[src/sv/oad_pkg.sv]
package oad_pkg;

  typedef logic [4:0] state_code_t;

  // Drive states: an action state is even, its in-progress state is the next odd code
  localparam state_code_t ST_WAIT    = 5'd0;
  localparam state_code_t ST_WAITING = 5'd1;
  localparam state_code_t ST_FWD     = 5'd2;
  localparam state_code_t ST_FWD_RUN = 5'd3;
  localparam state_code_t ST_TURN_L  = 5'd4;
  localparam state_code_t ST_TURN_R  = 5'd6;
  localparam state_code_t ST_SPIN_L  = 5'd8;
  localparam state_code_t ST_SPIN_R  = 5'd10;
  localparam state_code_t ST_STOP    = 5'd12;
  localparam state_code_t ST_BACK    = 5'd14;
  localparam state_code_t ST_CORR_L  = 5'd16;
  localparam state_code_t ST_CORR_R  = 5'd18;
  localparam state_code_t ST_LIGHT_L = 5'd20;
  localparam state_code_t ST_LIGHT_R = 5'd22;
  localparam state_code_t ST_LAST    = 5'd23;
  localparam state_code_t ST_MAX     = 5'd31;

  typedef logic [1:0] req_t;
  localparam req_t REQ_TICK = 2'd0;
  localparam req_t REQ_AUTO = 2'd1;
  localparam req_t REQ_SET  = 2'd2;

  typedef logic [2:0] cfg_idx_t;
  localparam cfg_idx_t CFG_TURN     = 3'd0;
  localparam cfg_idx_t CFG_SPIN     = 3'd1;
  localparam cfg_idx_t CFG_REVERSE  = 3'd2;
  localparam cfg_idx_t CFG_LIGHT    = 3'd3;
  localparam cfg_idx_t CFG_CORRIDOR = 3'd4;
  localparam cfg_idx_t CFG_MAX      = 3'd5;
  localparam cfg_idx_t CFG_MIN      = 3'd6;
  localparam cfg_idx_t CFG_WAIT     = 3'd7;

  localparam int CFG_DATA_W = 16;

  // LED bits: white, blue, amber
  localparam logic [2:0] LED_W = 3'b001;
  localparam logic [2:0] LED_B = 3'b010;
  localparam logic [2:0] LED_O = 3'b100;

  localparam logic [7:0] D_CENTER_NEAR = 8'd20;
  localparam logic [7:0] D_EDGE        = 8'd10;
  localparam logic [7:0] D_EDGE_CLOSE  = 8'd5;
  localparam logic [7:0] D_SIDE_NEAR   = 8'd20;
  localparam logic [7:0] D_SIDE_FAR    = 8'd30;
  localparam logic signed [8:0] SPEED_OFFSET = 9'sd10;
  localparam logic signed [8:0] SPEED_BLUE   = 9'sd30;
  localparam logic signed [8:0] SPEED_WHITE  = 9'sd20;

  typedef struct packed {
    logic [1:0] req_type;
    logic [7:0] cmd_value;
    logic [7:0] dist_right_edge;
    logic [7:0] dist_right;
    logic [7:0] dist_center;
    logic [7:0] dist_left;
    logic [7:0] dist_left_edge;
    logic [7:0] ms_delta;
  } in_item_t;

  typedef struct packed {
    logic [4:0]        state_code;
    logic signed [7:0] right_speed;
    logic signed [7:0] left_speed;
    logic              led_white;
    logic              led_blue;
    logic              led_amber;
    logic              auto_mode;
    logic              state_report;
  } out_item_t;

endpackage

[src/sv/oad_in_if.sv]
interface oad_in_if;
  logic               valid;
  logic               ready;
  oad_pkg::in_item_t  payload;

  modport source (output valid, output payload, input ready);
  modport sink   (input valid, input payload, output ready);
endinterface

[src/sv/oad_out_if.sv]
interface oad_out_if;
  logic               valid;
  logic               ready;
  oad_pkg::out_item_t payload;

  modport source (output valid, output payload, input ready);
  modport sink   (input valid, input payload, output ready);
endinterface

[src/sv/obstacle_avoid_drive_fsm.sv]
// Reactive two-motor drive controller. Each request (loop tick, set-auto or
// set-state) is handled combinationally: the state, timer and latched
// speed/LED registers update at the edge where the request is taken, and the
// result lands in an output register in the same edge. One request per clock
// is taken as long as the result register is empty or being drained; a
// stalled result stalls the input. Configuration writes through the cfg_ port
// take effect on the next edge and must be issued only while no request is
// pending.
module obstacle_avoid_drive_fsm (
  input  logic                             clk,
  input  logic                             rst_n,
  oad_in_if.sink                           in_ch,
  oad_out_if.source                        out_ch,
  input  logic                             cfg_wr_en,
  input  oad_pkg::cfg_idx_t                cfg_index,
  input  logic [oad_pkg::CFG_DATA_W-1:0]   cfg_wdata
);

  // configuration
  logic [6:0]        turn_r, spin_r, light_r, corr_r, max_r, min_r;
  logic signed [7:0] rev_r;
  logic [15:0]       wait_ms_r;

  // drive state
  oad_pkg::state_code_t st_r, st_nxt;
  logic                 auto_r, auto_nxt;
  logic                 tog_r, tog_nxt;
  logic [15:0]          timer_r, timer_nxt;
  logic signed [7:0]    rcmd_r, rcmd_nxt, lcmd_r, lcmd_nxt;
  logic [2:0]           leds_r, leds_nxt;
  logic                 rep_nxt;

  oad_pkg::out_item_t out_r;
  logic               out_valid_r;
  logic               in_acc;

  oad_pkg::in_item_t  req;
  logic [16:0]        timer_sum;
  logic [15:0]        timer_sat;
  logic [7:0]         m01, m23, m0123, dmin;
  logic signed [8:0]  fwd_raw, fwd_s;
  logic [2:0]         fwd_leds;
  oad_pkg::state_code_t auto_pick;
  logic               auto_fwd;
  oad_pkg::state_code_t cur_run;
  logic               run_auto;
  logic signed [7:0]  spin_s, spin_neg;

  assign req       = in_ch.payload;
  assign in_ch.ready = !out_valid_r || out_ch.ready;
  assign in_acc    = in_ch.valid && in_ch.ready;

  assign out_ch.valid   = out_valid_r;
  assign out_ch.payload = out_r;

  always_ff @(posedge clk) begin
    if (!rst_n) begin
      turn_r    <= 7'd15;
      spin_r    <= 7'd15;
      rev_r     <= -8'sd15;
      light_r   <= 7'd20;
      corr_r    <= 7'd25;
      max_r     <= 7'd40;
      min_r     <= 7'd0;
      wait_ms_r <= 16'd1000;
    end else if (cfg_wr_en) begin
      case (cfg_index)
        oad_pkg::CFG_TURN:     turn_r    <= cfg_wdata[6:0];
        oad_pkg::CFG_SPIN:     spin_r    <= cfg_wdata[6:0];
        oad_pkg::CFG_REVERSE:  rev_r     <= cfg_wdata[7:0];
        oad_pkg::CFG_LIGHT:    light_r   <= cfg_wdata[6:0];
        oad_pkg::CFG_CORRIDOR: corr_r    <= cfg_wdata[6:0];
        oad_pkg::CFG_MAX:      max_r     <= cfg_wdata[6:0];
        oad_pkg::CFG_MIN:      min_r     <= cfg_wdata[6:0];
        oad_pkg::CFG_WAIT:     wait_ms_r <= cfg_wdata[15:0];
        default: ;
      endcase
    end
  end

  // saturating timer advance
  assign timer_sum = {1'b0, timer_r} + {9'd0, req.ms_delta};
  assign timer_sat = timer_sum[16] ? 16'hFFFF : timer_sum[15:0];

  // forward speed: nearest reading minus offset, clamped
  assign m01   = (req.dist_right_edge < req.dist_right) ? req.dist_right_edge : req.dist_right;
  assign m23   = (req.dist_center < req.dist_left) ? req.dist_center : req.dist_left;
  assign m0123 = (m01 < m23) ? m01 : m23;
  assign dmin  = (m0123 < req.dist_left_edge) ? m0123 : req.dist_left_edge;
  assign fwd_raw = $signed({1'b0, dmin}) - oad_pkg::SPEED_OFFSET;

  always_comb begin
    if (fwd_raw > $signed({2'b00, max_r})) begin
      fwd_s = $signed({2'b00, max_r});
    end else if (fwd_raw < $signed({2'b00, min_r})) begin
      fwd_s = $signed({2'b00, min_r});
    end else begin
      fwd_s = fwd_raw;
    end
    if (fwd_s >= oad_pkg::SPEED_BLUE) begin
      fwd_leds = oad_pkg::LED_B;
    end else if (fwd_s >= oad_pkg::SPEED_WHITE) begin
      fwd_leds = oad_pkg::LED_W;
    end else begin
      fwd_leds = 3'b000;
    end
  end

  // obstacle classification
  always_comb begin
    auto_fwd = 1'b0;
    if (req.dist_center < oad_pkg::D_CENTER_NEAR) begin
      auto_pick = tog_r ? oad_pkg::ST_SPIN_R : oad_pkg::ST_SPIN_L;
    end else if ((req.dist_right_edge < oad_pkg::D_EDGE && req.dist_left_edge > oad_pkg::D_EDGE)
                 || req.dist_right_edge < oad_pkg::D_EDGE_CLOSE) begin
      auto_pick = oad_pkg::ST_LIGHT_R;
    end else if ((req.dist_right_edge > oad_pkg::D_EDGE && req.dist_left_edge < oad_pkg::D_EDGE)
                 || req.dist_left_edge < oad_pkg::D_EDGE_CLOSE) begin
      auto_pick = oad_pkg::ST_LIGHT_L;
    end else if (req.dist_right_edge < oad_pkg::D_EDGE && req.dist_left_edge < oad_pkg::D_EDGE) begin
      auto_pick = (req.dist_right_edge < req.dist_left_edge) ? oad_pkg::ST_CORR_R
                                                             : oad_pkg::ST_CORR_L;
    end else if (req.dist_right < oad_pkg::D_SIDE_NEAR && req.dist_left < oad_pkg::D_SIDE_NEAR) begin
      auto_pick = tog_r ? oad_pkg::ST_SPIN_R : oad_pkg::ST_SPIN_L;
    end else if (req.dist_right < oad_pkg::D_SIDE_FAR && req.dist_center > oad_pkg::D_CENTER_NEAR
                 && req.dist_left > oad_pkg::D_SIDE_FAR) begin
      auto_pick = oad_pkg::ST_TURN_L;
    end else if (req.dist_right > oad_pkg::D_SIDE_FAR && req.dist_center > oad_pkg::D_CENTER_NEAR
                 && req.dist_left < oad_pkg::D_SIDE_FAR) begin
      auto_pick = oad_pkg::ST_TURN_R;
    end else begin
      auto_pick = oad_pkg::ST_FWD;
      auto_fwd  = 1'b1;
    end
  end

  assign spin_s   = $signed({1'b0, spin_r});
  assign spin_neg = -spin_s;

  always_comb begin
    st_nxt    = st_r;
    auto_nxt  = auto_r;
    tog_nxt   = tog_r;
    timer_nxt = timer_r;
    rcmd_nxt  = rcmd_r;
    lcmd_nxt  = lcmd_r;
    leds_nxt  = leds_r;
    rep_nxt   = 1'b0;
    run_auto  = 1'b0;
    cur_run   = st_r;
    case (req.req_type)
      oad_pkg::REQ_TICK: begin
        timer_nxt = timer_sat;
        case (st_r)
          oad_pkg::ST_WAIT: begin
            // cleared timer can never exceed the limit here
            timer_nxt = 16'd0;
            auto_nxt  = 1'b1;
            rcmd_nxt  = 8'sd0;
            lcmd_nxt  = 8'sd0;
            st_nxt    = oad_pkg::ST_WAITING;
          end
          oad_pkg::ST_WAITING: begin
            if (timer_sat > wait_ms_r) st_nxt = oad_pkg::ST_FWD;
          end
          oad_pkg::ST_FWD: begin
            rcmd_nxt = fwd_s[7:0];
            lcmd_nxt = fwd_s[7:0];
            leds_nxt = fwd_leds;
            st_nxt   = oad_pkg::ST_FWD_RUN;
            cur_run  = oad_pkg::ST_FWD_RUN;
            run_auto = 1'b1;
          end
          oad_pkg::ST_TURN_L: begin
            rcmd_nxt = $signed({1'b0, turn_r});
            lcmd_nxt = 8'sd0;
            leds_nxt = oad_pkg::LED_W | oad_pkg::LED_B;
            st_nxt   = st_r + 5'd1;
          end
          oad_pkg::ST_TURN_R: begin
            rcmd_nxt = 8'sd0;
            lcmd_nxt = $signed({1'b0, turn_r});
            leds_nxt = oad_pkg::LED_O;
            st_nxt   = st_r + 5'd1;
          end
          oad_pkg::ST_SPIN_L: begin
            rcmd_nxt = spin_s;
            lcmd_nxt = spin_neg;
            leds_nxt = oad_pkg::LED_W | oad_pkg::LED_B | oad_pkg::LED_O;
            st_nxt   = st_r + 5'd1;
          end
          oad_pkg::ST_SPIN_R: begin
            rcmd_nxt = spin_neg;
            lcmd_nxt = spin_s;
            leds_nxt = oad_pkg::LED_W | oad_pkg::LED_B | oad_pkg::LED_O;
            st_nxt   = st_r + 5'd1;
          end
          oad_pkg::ST_STOP: begin
            rcmd_nxt = 8'sd0;
            lcmd_nxt = 8'sd0;
            leds_nxt = 3'b000;
            st_nxt   = st_r + 5'd1;
          end
          oad_pkg::ST_BACK: begin
            rcmd_nxt = rev_r;
            lcmd_nxt = rev_r;
            leds_nxt = 3'b000;
            st_nxt   = st_r + 5'd1;
          end
          oad_pkg::ST_CORR_L: begin
            rcmd_nxt = $signed({1'b0, light_r});
            lcmd_nxt = $signed({1'b0, corr_r});
            leds_nxt = oad_pkg::LED_W | oad_pkg::LED_B;
            st_nxt   = st_r + 5'd1;
          end
          oad_pkg::ST_CORR_R: begin
            rcmd_nxt = $signed({1'b0, corr_r});
            lcmd_nxt = $signed({1'b0, light_r});
            leds_nxt = oad_pkg::LED_O;
            st_nxt   = st_r + 5'd1;
          end
          oad_pkg::ST_LIGHT_L: begin
            rcmd_nxt = $signed({1'b0, light_r});
            lcmd_nxt = 8'sd0;
            leds_nxt = oad_pkg::LED_W | oad_pkg::LED_O;
            st_nxt   = st_r + 5'd1;
          end
          oad_pkg::ST_LIGHT_R: begin
            rcmd_nxt = 8'sd0;
            lcmd_nxt = $signed({1'b0, light_r});
            leds_nxt = oad_pkg::LED_W | oad_pkg::LED_O;
            st_nxt   = st_r + 5'd1;
          end
          default: begin
            // in-progress states run the classifier, unused codes drop to stop
            if (st_r <= oad_pkg::ST_LAST) begin
              run_auto = 1'b1;
            end else begin
              st_nxt = oad_pkg::ST_STOP;
            end
          end
        endcase
        if (run_auto && auto_r) begin
          if (auto_fwd) tog_nxt = !tog_r;
          if ((auto_pick + 5'd1) != cur_run) begin
            st_nxt  = auto_pick;
            rep_nxt = 1'b1;
          end
        end
      end
      oad_pkg::REQ_AUTO: begin
        auto_nxt = (req.cmd_value == 8'd1);
        st_nxt   = (req.cmd_value == 8'd1) ? oad_pkg::ST_WAIT : oad_pkg::ST_STOP;
      end
      oad_pkg::REQ_SET: begin
        st_nxt = (req.cmd_value > {3'b000, oad_pkg::ST_MAX}) ? oad_pkg::ST_MAX
                                                           : req.cmd_value[4:0];
      end
      default: ;
    endcase
  end

  always_ff @(posedge clk) begin
    if (!rst_n) begin
      st_r        <= oad_pkg::ST_WAIT;
      auto_r      <= 1'b1;
      tog_r       <= 1'b1;
      timer_r     <= 16'd0;
      rcmd_r      <= 8'sd0;
      lcmd_r      <= 8'sd0;
      leds_r      <= 3'b000;
      out_valid_r <= 1'b0;
    end else begin
      if (in_acc) begin
        st_r    <= st_nxt;
        auto_r  <= auto_nxt;
        tog_r   <= tog_nxt;
        timer_r <= timer_nxt;
        rcmd_r  <= rcmd_nxt;
        lcmd_r  <= lcmd_nxt;
        leds_r  <= leds_nxt;
      end
      out_valid_r <= in_acc || (out_valid_r && !out_ch.ready);
    end
  end

  // result register, no reset needed on payload
  always_ff @(posedge clk) begin
    if (in_acc) begin
      out_r.state_code   <= st_nxt;
      out_r.right_speed  <= rcmd_nxt;
      out_r.left_speed   <= lcmd_nxt;
      out_r.led_white    <= leds_nxt[0];
      out_r.led_blue     <= leds_nxt[1];
      out_r.led_amber    <= leds_nxt[2];
      out_r.auto_mode    <= auto_nxt;
      out_r.state_report <= rep_nxt;
    end
  end

endmodule

[src/flat_wrapper.sv]
// flat-port wrapper written by rule: the top's interface ports become plain ports
module obstacle_avoid_drive_fsm_flat 
  (clk, rst_n, cfg_wr_en, cfg_index, cfg_wdata, in_ch_valid, in_ch_payload, in_ch_ready, out_ch_valid, out_ch_payload, out_ch_ready);
  oad_in_if in_ch_i ();
  oad_out_if out_ch_i ();
  input  logic clk;
  input  logic rst_n;
  input  logic cfg_wr_en;
  input  oad_pkg::cfg_idx_t cfg_index;
  input  logic [oad_pkg::CFG_DATA_W-1:0] cfg_wdata;
  input wire logic [$bits(in_ch_i.valid)-1:0] in_ch_valid;
  input wire logic [$bits(in_ch_i.payload)-1:0] in_ch_payload;
  output wire logic [$bits(in_ch_i.ready)-1:0] in_ch_ready;
  output wire logic [$bits(out_ch_i.valid)-1:0] out_ch_valid;
  output wire logic [$bits(out_ch_i.payload)-1:0] out_ch_payload;
  input wire logic [$bits(out_ch_i.ready)-1:0] out_ch_ready;
  assign in_ch_i.valid = in_ch_valid;
  assign in_ch_i.payload = in_ch_payload;
  assign in_ch_ready = in_ch_i.ready;
  assign out_ch_valid = out_ch_i.valid;
  assign out_ch_payload = out_ch_i.payload;
  assign out_ch_i.ready = out_ch_ready;
  obstacle_avoid_drive_fsm u_core (.clk(clk), .rst_n(rst_n), .in_ch(in_ch_i), .out_ch(out_ch_i), .cfg_wr_en(cfg_wr_en), .cfg_index(cfg_index), .cfg_wdata(cfg_wdata));
endmodule
[config.mk]
export PLATFORM = sky130hd
export DESIGN_NAME = obstacle_avoid_drive_fsm_flat
export DESIGN_NICKNAME = d
export VERILOG_FILES = /design/src/sv/oad_pkg.sv /design/src/sv/oad_in_if.sv /design/src/sv/oad_out_if.sv /design/src/sv/obstacle_avoid_drive_fsm.sv /design/src/flat_wrapper.sv
export SDC_FILE = /design/constraint.sdc
export NUM_CORES = 1
export LEC_CHECK = 0
export CORE_MARGIN = 10
export CORE_UTILIZATION = 55
export CTS_CLUSTER_DIAMETER = 30
export DETAILED_ROUTE_END_ITERATION = 10
export DONT_BUFFER_PORTS = 1
export PLACE_DENSITY = 0.7
export SYNTH_ARGS = -nofsm -noshare
export SYNTH_HDL_FRONTEND = slang
export SYNTH_SLANG_ARGS = --single-unit
[constraint.sdc]
create_clock -name clk -period 14.2 [get_ports clk]
set_input_delay 2.13 -clock clk [delete_from_list [all_inputs] [get_ports clk]]
set_output_delay 2.13 -clock clk [all_outputs]
set_load 0.1 [all_outputs]
Yosys cells after proc, flatten, opt, wreduce, memory -nomap -nowiden
Index checks and enable logic that the tools add are counted.
{"block": "op_classes", "n_addsub": 5, "n_lt_le_gt_ge": 26, "n_eq_ne": 23, "muxes": 48, "n_reduce_logical": 43}
{"operator": "$pmux 8 s8", "n": 2}
{"operator": "$mux 5", "n": 13}
{"operator": "$mux 8", "n": 6}
{"operator": "$lt 8x5->1 const B", "n": 5}
{"operator": "$lt 8x8->1", "n": 5}
{"operator": "$gt 8x5->1 const B", "n": 4}
{"operator": "$mux 16", "n": 2}
{"operator": "$eq 5x4->1 const B", "n": 4}
{"operator": "$eq 5x5->1 const B", "n": 4}
{"operator": "$pmux 5 s4", "n": 1}
{"operator": "$reduce_and 2->1", "n": 10}
{"operator": "$ge 9x6->1 const B", "n": 2}
{"operator": "$mux 9", "n": 2}
{"operator": "$pmux 3 s6", "n": 1}
{"operator": "$add 16x8->17", "n": 1}
{"operator": "$gt 16x16->1", "n": 1}
{"operator": "$gt 8x4->1 const B", "n": 2}
{"operator": "$lt 8x3->1 const B", "n": 2}
{"operator": "$lt 8x4->1 const B", "n": 2}
{"operator": "$pmux 5 s3", "n": 1}
{"operator": "$reduce_or 2->1", "n": 7}
{"operator": "$eq 3x3->1 const B", "n": 4}
{"operator": "$mux 1", "n": 12}
{"operator": "$reduce_or 12->1", "n": 1}
{"operator": "other kinds (28)", "n": 51}
{"block": "totals", "ff_bits": 135, "in_bits": 82, "output_inout_bits": 28, "word_cells": 169}

Logic depth before layout (Yosys ltp)
Gate-level depths: netlist of run 1.
{"block": "depth", "depth_word": 15, "mapped_depth": 46, "ltp_nobuf": 43}

Least setup slack after synthesis of run 1
Ideal clock, no wire load.
{"block": "synth_path", "kind": "in2reg", "startpoint": "input in_ch_payload[33]", "endpoint": "register u_core.out_r (netlist bit u_core.out_ch.payload[4]), data pin", "setup_ps": 149, "arrival_ps": 10897, "path_slack_ps": 3154, "stages": 41, "cell_sequence": "inv_1 ha_1 a2111o_1 a311oi_4 buf_4 mux2_2 ha_1 a21oi_1 o21ai_0 a21oi_1 inv_1 nor4_1 nor3_2 ha_1 a211oi_1 nor2_1 nor3_1 and2_1 [5 not listed] ha_1 and4b_1 a221oi_4 o21ai_0 xor2_1 ha_1 a21o_1 a21oi_1 nand2_1 or3_1 a21oi_1 ha_1 inv_1 nor2_1 or4_1 a211o_1 o41ai_2 a2bb2oi_1"}
{"block": "synth_via", "elab_chain_len": 15, "elab_cells_between_ends": 17}
{"element": "start: declaration", "line": "flat_wrapper.sv:12", "text": "input wire logic [$bits(in_ch_i.payload)-1:0] in_ch_payload;"}
{"element": "$lt 8x8->1", "line": "obstacle_avoid_drive_fsm.sv:86", "text": "assign m01 = (req.dist_right_edge < req.dist_right) ? req.dist_right_edge : req.dist_right;"}
{"element": "$mux 8 *", "line": "obstacle_avoid_drive_fsm.sv:86"}
{"element": "$lt 8x8->1", "line": "obstacle_avoid_drive_fsm.sv:88", "text": "assign m0123 = (m01 < m23) ? m01 : m23;"}
{"element": "$mux 8 *", "line": "obstacle_avoid_drive_fsm.sv:88"}
{"element": "$lt 8x8->1", "line": "obstacle_avoid_drive_fsm.sv:89", "text": "assign dmin = (m0123 < req.dist_left_edge) ? m0123 : req.dist_left_edge;"}
{"element": "$mux 8 *", "line": "obstacle_avoid_drive_fsm.sv:89"}
{"element": "$sub 8x4->9 *", "line": "obstacle_avoid_drive_fsm.sv:90", "text": "assign fwd_raw = $signed({1'b0, dmin}) - oad_pkg::SPEED_OFFSET;"}
{"element": "$lt 9x8->1", "line": "obstacle_avoid_drive_fsm.sv:95", "text": "end else if (fwd_raw < $signed({2'b00, min_r})) begin"}
{"element": "$mux 9", "line": "obstacle_avoid_drive_fsm.sv:95"}
{"element": "$mux 9 *", "line": "obstacle_avoid_drive_fsm.sv:93", "text": "if (fwd_raw > $signed({2'b00, max_r})) begin"}
{"element": "$ge 9x6->1", "line": "obstacle_avoid_drive_fsm.sv:102", "text": "end else if (fwd_s >= oad_pkg::SPEED_WHITE) begin"}
{"element": "$mux 1", "line": "obstacle_avoid_drive_fsm.sv:102"}
{"element": "$mux 3 *", "line": "obstacle_avoid_drive_fsm.sv:100", "text": "if (fwd_s >= oad_pkg::SPEED_BLUE) begin"}
{"element": "$pmux 3 s6 *", "line": "obstacle_avoid_drive_fsm.sv:154", "text": "case (st_r)"}
{"element": "$mux 3 *", "line": "obstacle_avoid_drive_fsm.sv:151", "text": "case (req.req_type)"}
{"element": "net u_core.leds_nxt[0]", "line": "obstacle_avoid_drive_fsm.sv:30", "text": "logic [2:0] leds_r, leds_nxt;"}
{"element": "end: declaration", "line": "obstacle_avoid_drive_fsm.sv:33", "text": "oad_pkg::out_item_t out_r;"}
The timed path passes the listed nets; every way through them passes the cells marked *.
A chain may end at the register's enable or synchronous reset.

Final worst setup path of run 1
Ends and elaborated chain as after synthesis.

==> results of run 1 <==
[kinds of logic (layout without fill, tap and decap cells)]
kind of cell | count (synthesis) | count (layout) | synth area share [%]
simple gates | 481 | 481 | 22.63
compound gates | 353 | 353 | 25.95
buf+inv | 138 | 119 | 5.340
flops | 135 | 135 | 29.69
fa+ha+maj | 80 | 80 | 10.10
mux | 40 | 40 | 4.099
xor+xnor | 25 | 25 | 2.194
[area by class of cell]
type	count	area, sq um	area share, %
multi-input combinational	979	6485	60.64
timing repair buffer	3	22.52	0.2106
clock inverter	12	163.9	1.533
tap	229	286.5	2.679
clock buffer	19	454.2	4.247
inverter	85	319.1	2.984
sequential	135	2963	27.71
[report_power, final]
group / switching (uW) / leakage [uW] / internal, uW
Combinational: 292 / 0.00297 / 184
Sequential: 61.7 / 0.00114 / 410
Clock: 181 / 0.000305 / 289
[stage by stage]
step	setup slack (ns)	area, sq um
6_report	2.097	10690
5_1_grt	1.370	10690
4_1_cts	2.308	10690
3_5_place_dp	1.908	10080
3_3_place_gp	2.207	10080
2_1_floorplan	3.154	9981
[worst max-delay path, delay by kind of cell]
family	cells	cell delay (ns)
mux	2	0.88
compound gates	16	4.37
xor+xnor	1	0.37
buf+inv	4	0.38
simple gates	11	2.41
fa+ha+maj	6	1.83
[state kept, by name (all words and copies together), names as in the netlist]
register               count
u_core.wait_ms_r          16
u_core.corr_r              7
u_core.auto_r              1
u_core.leds_r              3
u_core.rev_r               8
u_core.light_r             7
u_core.min_r               7
u_core.out_ch.valid        1
u_core.turn_r              7
u_core.st_r                5
u_core.lcmd_r              8
u_core.spin_r              7
u_core.out_ch.payload     26
u_core.rcmd_r              8
u_core.tog_r               1
u_core.max_r               7
u_core.timer_r            16
[metal layers]
layer	vias to the layer above	part of all wire, %
met2	369	46
met5	-	0
met4	0	2.2
li1	4489	-
met3	49	7.9
met1	4362	44
[cells in the mapped netlist (all sizes together), types with 11 or more instances]
library cell and count:
o21a 19, nor2 78, nand3 43, xnor2 11, a21oi 58, o21ai 56, nand2 205, nor3 26
a21boi 38, ha 79, a31oi 16, a22oi 33, xor2 14, nor2b 41, clkbuf 43, dfxtp 109
a21o 14, edfxtp 26, inv 85, o211ai 19, nand4 17, nand2b 16, mux2i 33
[worst paths after layout]
check	start	to	slack [ns]	cells after the start
setup / recovery	in_ch_payload[33]	u_core.out_ch.payload[4]	2.10	40
hold / removal	u_core.wait_ms_r[2]	u_core.wait_ms_r[2]	0.46	2
setup reg to reg	u_core.timer_r[0]	u_core.out_ch.payload[22]	8.30	26
hold reg to reg	u_core.wait_ms_r[2]	u_core.wait_ms_r[2]	0.46	2
==> flow_summary.ini, run 1 <==
[synth]
syn_inst = 1252
avgSynthCellArea_sq_um = 7.972
synth.distinct_cells = 86
synthArstFlopShare_pct = 0
syn_area_sq_mm = 0.009981
synth_edf_count = 26
synth_area_leaders = dfxtp_1 22%, ha_1 9.9%, edfxtp_1 7.8%, nand2_1 7.7%, mux2i_1 3.3%
yosysSeqAreaShare_pct = 29.69
synth_top_area_share_pct = 21.86
syn-num-nets = 1414
ys_seq_elements = 135
synth_ff_type = dfxtp_1
synth_warnings = 0
synth.largest_area_cell = dfxtp_1

[critical_path]
critPathLaunchType = input pin
worstPathArrival_ns = 12.38
worstPathMaxFanout = 15
path_common_cell = ha_1
cp_data_required_time_ns = 14.48
worstSetupEndpointType = flip-flop
slowest_stage = a311oi_4
slowest_delay_ns = 0.71
critPathKind = in2reg

[grt]
met2_usage_pct = 37.49
grt_max_degree = 112
grt_util_met1_pct = 31.06
antenna_found_initial = 0
busiest_layer = met2
grt_pass1_vias = 8605
use_met3_pct = 6.073
grt.total_usage_pct = 23.78
grt_first_pass_wirelength_mm = 46.55
grt-ovfl-total = 0

[clocking]
cts_setup_buffers = 0
cts.htree.levels = 4
cts-buffers-inserted = 17
cts-root-buf = clkbuf_16
clkLatencyLatePin_ns = 0.43
clock_sinks = 135
path_clk_slew_ns = 0.06
ctsHoldBuffers = 0
clockBufferDepth = 2
ctsResizeCount = 0
cts_tree = done

[sta]
fmax_mhz = 82.62
final-hold-violation-count = 0
hold_slack_ns = 0.4604
finalSetupViolations = 0
finalCriticalPeriod_ns = 12.10
rsz0062_at_grt = no
tns_ns = 0
worstMarginPinSlew_ns = 1.252
worst_slew_margin_rel_pct = 16.25
finClkSkew_ns = 0.009858
drv_slew = 0
finalCritPeriodShare_pct = 85.23

[power_and_ir_drop]
powerDensity_mw_per_mm2 = 132.4
leakagePower_uw = 0.004423
total_power_uw = 1416
ir_drop_mv = 0.09114

[floorplanning]
fp.dieW_microns = 154.7
num_rows = 49
coreArea_sq_mm = 0.01790
die_h_microns = 154.7
start_util_pct = 55.75
dieArea_sq_mm = 0.02394
ios = 110

[final_layout]
final_nets = 1383
final_cell_mix = 204 x nand2_1, 109 x dfxtp_1, 84 x inv_1
fillers = 1613
antenna_cells = 0
final-instance-count-excl-fill = 1462
layout.cells.most_common = nand2_1
post-route-util_pct = 59.74
drive_gt1_share_pct = 5.677
syn_to_final_growth_pct = 7.145

[status]
run_status = completed

[place]
place_congestion = 0.9298
port_buffers = 0
dp_cells = 1431
dp_hpwl_mm = 21.92

[min_path]
hold_class = reg2reg

[drt]
remaining_drc_errors = 0
dr.pass1.iters = 8
vias = 9269
routed_via_density = 6.340
route.detailed.wl_per_inst_microns = 20.29
drt-total-wl_mm = 29.66
drt-initial-drc-count = 796
drtAntennaViolNets = 0

[job]
cap_violations = 0
No activity file was read; power rests on OpenSTA's default activity.
==> run 2: changes to the inputs <==
--- a/config.mk
+++ b/config.mk
@@ -5,6 +5,7 @@
 export SDC_FILE = /design/constraint.sdc
 export NUM_CORES = 1
 export LEC_CHECK = 0
+export CORE_ASPECT_RATIO = 1.1
 export CORE_MARGIN = 10
 export CORE_UTILIZATION = 55
 export CTS_CLUSTER_DIAMETER = 30
==> flow_summary.ini, run 2 (synthesized netlist as in run 1, its figures left out) <==
[floorplanning]
coreArea_sq_mm = 0.01774
start_util_pct = 56.26
die_h_microns = 161.3
fp.dieW_microns = 148.4
ios = 110
num_rows = 51
dieArea_sq_mm = 0.02394

[critical_path]
crit_buf_inv = 4
critPathLaunchType = input pin
critPathKind = in2reg
cp_data_required_time_ns = 14.46
slowest_delay_ns = 0.62
path_common_cell = ha_1
worstSetupEndpointType = flip-flop
worstPathMaxFanout = 15
cp_top_family = compound AO/OA/AOI/OAI gates
slowest_stage = a21oi_1
worstPathArrival_ns = 12.38

[power_and_ir_drop]
internal_power_uw = 835.7
pwr-share-seq_pct = 34.9
power.combinational.fraction_pct = 34.3
p_clk_share_pct = 30.8
power.switching_uw = 517.9
ir_drop_mv = 0.1019
powerDensity_mw_per_mm2 = 127.1
leakagePower_uw = 0.004401
swShare_pct = 38.26

[sta]
fmax_mhz = 82.53
worstMarginPinSlew_ns = 1.148
drv_slew = 0
hold_slack_ns = 0.4633
finalCriticalPeriod_ns = 12.12
worst_slew_margin_rel_pct = 22.85
timing.final.ws_setup_ns = 2.083
rsz0062_at_grt = no
final-hold-violation-count = 0
finalSetupViolations = 0
finalCritPeriodShare_pct = 85.33
finClkSkew_ns = 0.01078
tns_ns = 0

[drt]
remaining_drc_errors = 0
drtAntennaViolNets = 0
route.detailed.wl_per_inst_microns = 19.38
dr.pass1.iters = 6
routed_via_density = 6.244
vias = 9198
drt-initial-drc-count = 851
drt-total-wl_mm = 28.54

[clocking]
ctsResizeCount = 0
cts-root-buf = clkbuf_16
cts_tree = done
clock_sinks = 135
ctsHoldBuffers = 0
cts.htree.levels = 4
cts-buffers-inserted = 17
path_clk_slew_ns = 0.06
clockBufferDepth = 2
clkLatencyLatePin_ns = 0.42
cts_setup_buffers = 0

[grt]
grt-ovfl-total = 0
grt.total_usage_pct = 23.06
grt_first_pass_wirelength_mm = 45.42
antenna_found_initial = 0
grt_pass1_vias = 8644
grt_max_degree = 112

[final_layout]
largest_register_ffs = 26
drive_gt1_share_pct = 5.749
fillers = 1644
final_nets = 1384
final_cell_mix = 204 x nand2_1, 109 x dfxtp_1, 85 x inv_1
layout.cells.most_common = nand2_1
antenna_cells = 0
final_area_sq_mm = 0.01065
syn_to_final_growth_pct = 6.707
post-route-util_pct = 60.04

[place]
dp_hpwl_mm = 22.01
place_congestion = 0.9268
port_buffers = 0
pre_cts_slack_ns = 1.869
placed_area_sq_mm = 0.01009

[min_path]
hold_class = reg2reg

[status]
run_status = completed

[job]
cap_violations = 0
==> run 2: routing by layer <==
metal	vias up	global-route usage (%)	share of wire, %	routed length (microns)
li1	4506	-	-	-
met1	4342	28.15	43	12310
met2	302	38.76	47	13560
met3	48	5.422	6.9	1959
met4	0	7.845	2.5	713
met5	-	0	0	0
==> run 2: area by class of cell <==
cell class / instances / area [sq um] / area share [%]
multi-input cells: 979 / 6485 / 60.89
flip-flops and latches: 135 / 2963 / 27.82
clock buffers: 19 / 432.9 / 4.065
inverters: 85 / 319.1 / 2.996
well taps: 238 / 297.8 / 2.796
clock inverters: 13 / 122.6 / 1.151
repair buffers: 4 / 30.03 / 0.2820
==> run 2: power groups by stage <==
| stage | clock, uW | combinational, uW | sequential (uW) |
|---|---|---|---|
| 6_report | 417 | 464 | 473 |
| 3_5_place_dp | 0 | 454 | 481 |
| 5_1_grt | 440 | 518 | 474 |
| 4_1_cts | 423 | 458 | 473 |
| 2_1_floorplan | 0 | 378 | 472 |
| 3_3_place_gp | 0 | 451 | 481 |
==> run 2: worst paths after layout <==
check                                         start                   endpoint  slack (ns)  depth (start not counted)
worst min-delay path            u_core.wait_ms_r[2]        u_core.wait_ms_r[2]        0.46                          2
worst max register to register    u_core.timer_r[0]  u_core.out_ch.payload[22]        8.17                         26
worst max-delay path              in_ch_payload[23]   u_core.out_ch.payload[4]        2.08                         42
worst min register to register  u_core.wait_ms_r[2]        u_core.wait_ms_r[2]        0.46                          2
==> run 2: tightest hold or removal path, cell delays in order (launching register included) <==
cell	delay, ns
dfxtp_1	0.31
nand2_1	0.05
a21boi_0	0.06
==> run 2: metrics by stage <==
step	cells	power (uW)
CTS	1473	1353
finish	1473	1354
global route	1473	1433
floorplan	1252	850.4
detailed placement	1441	935.1
global placement	1441	931.1
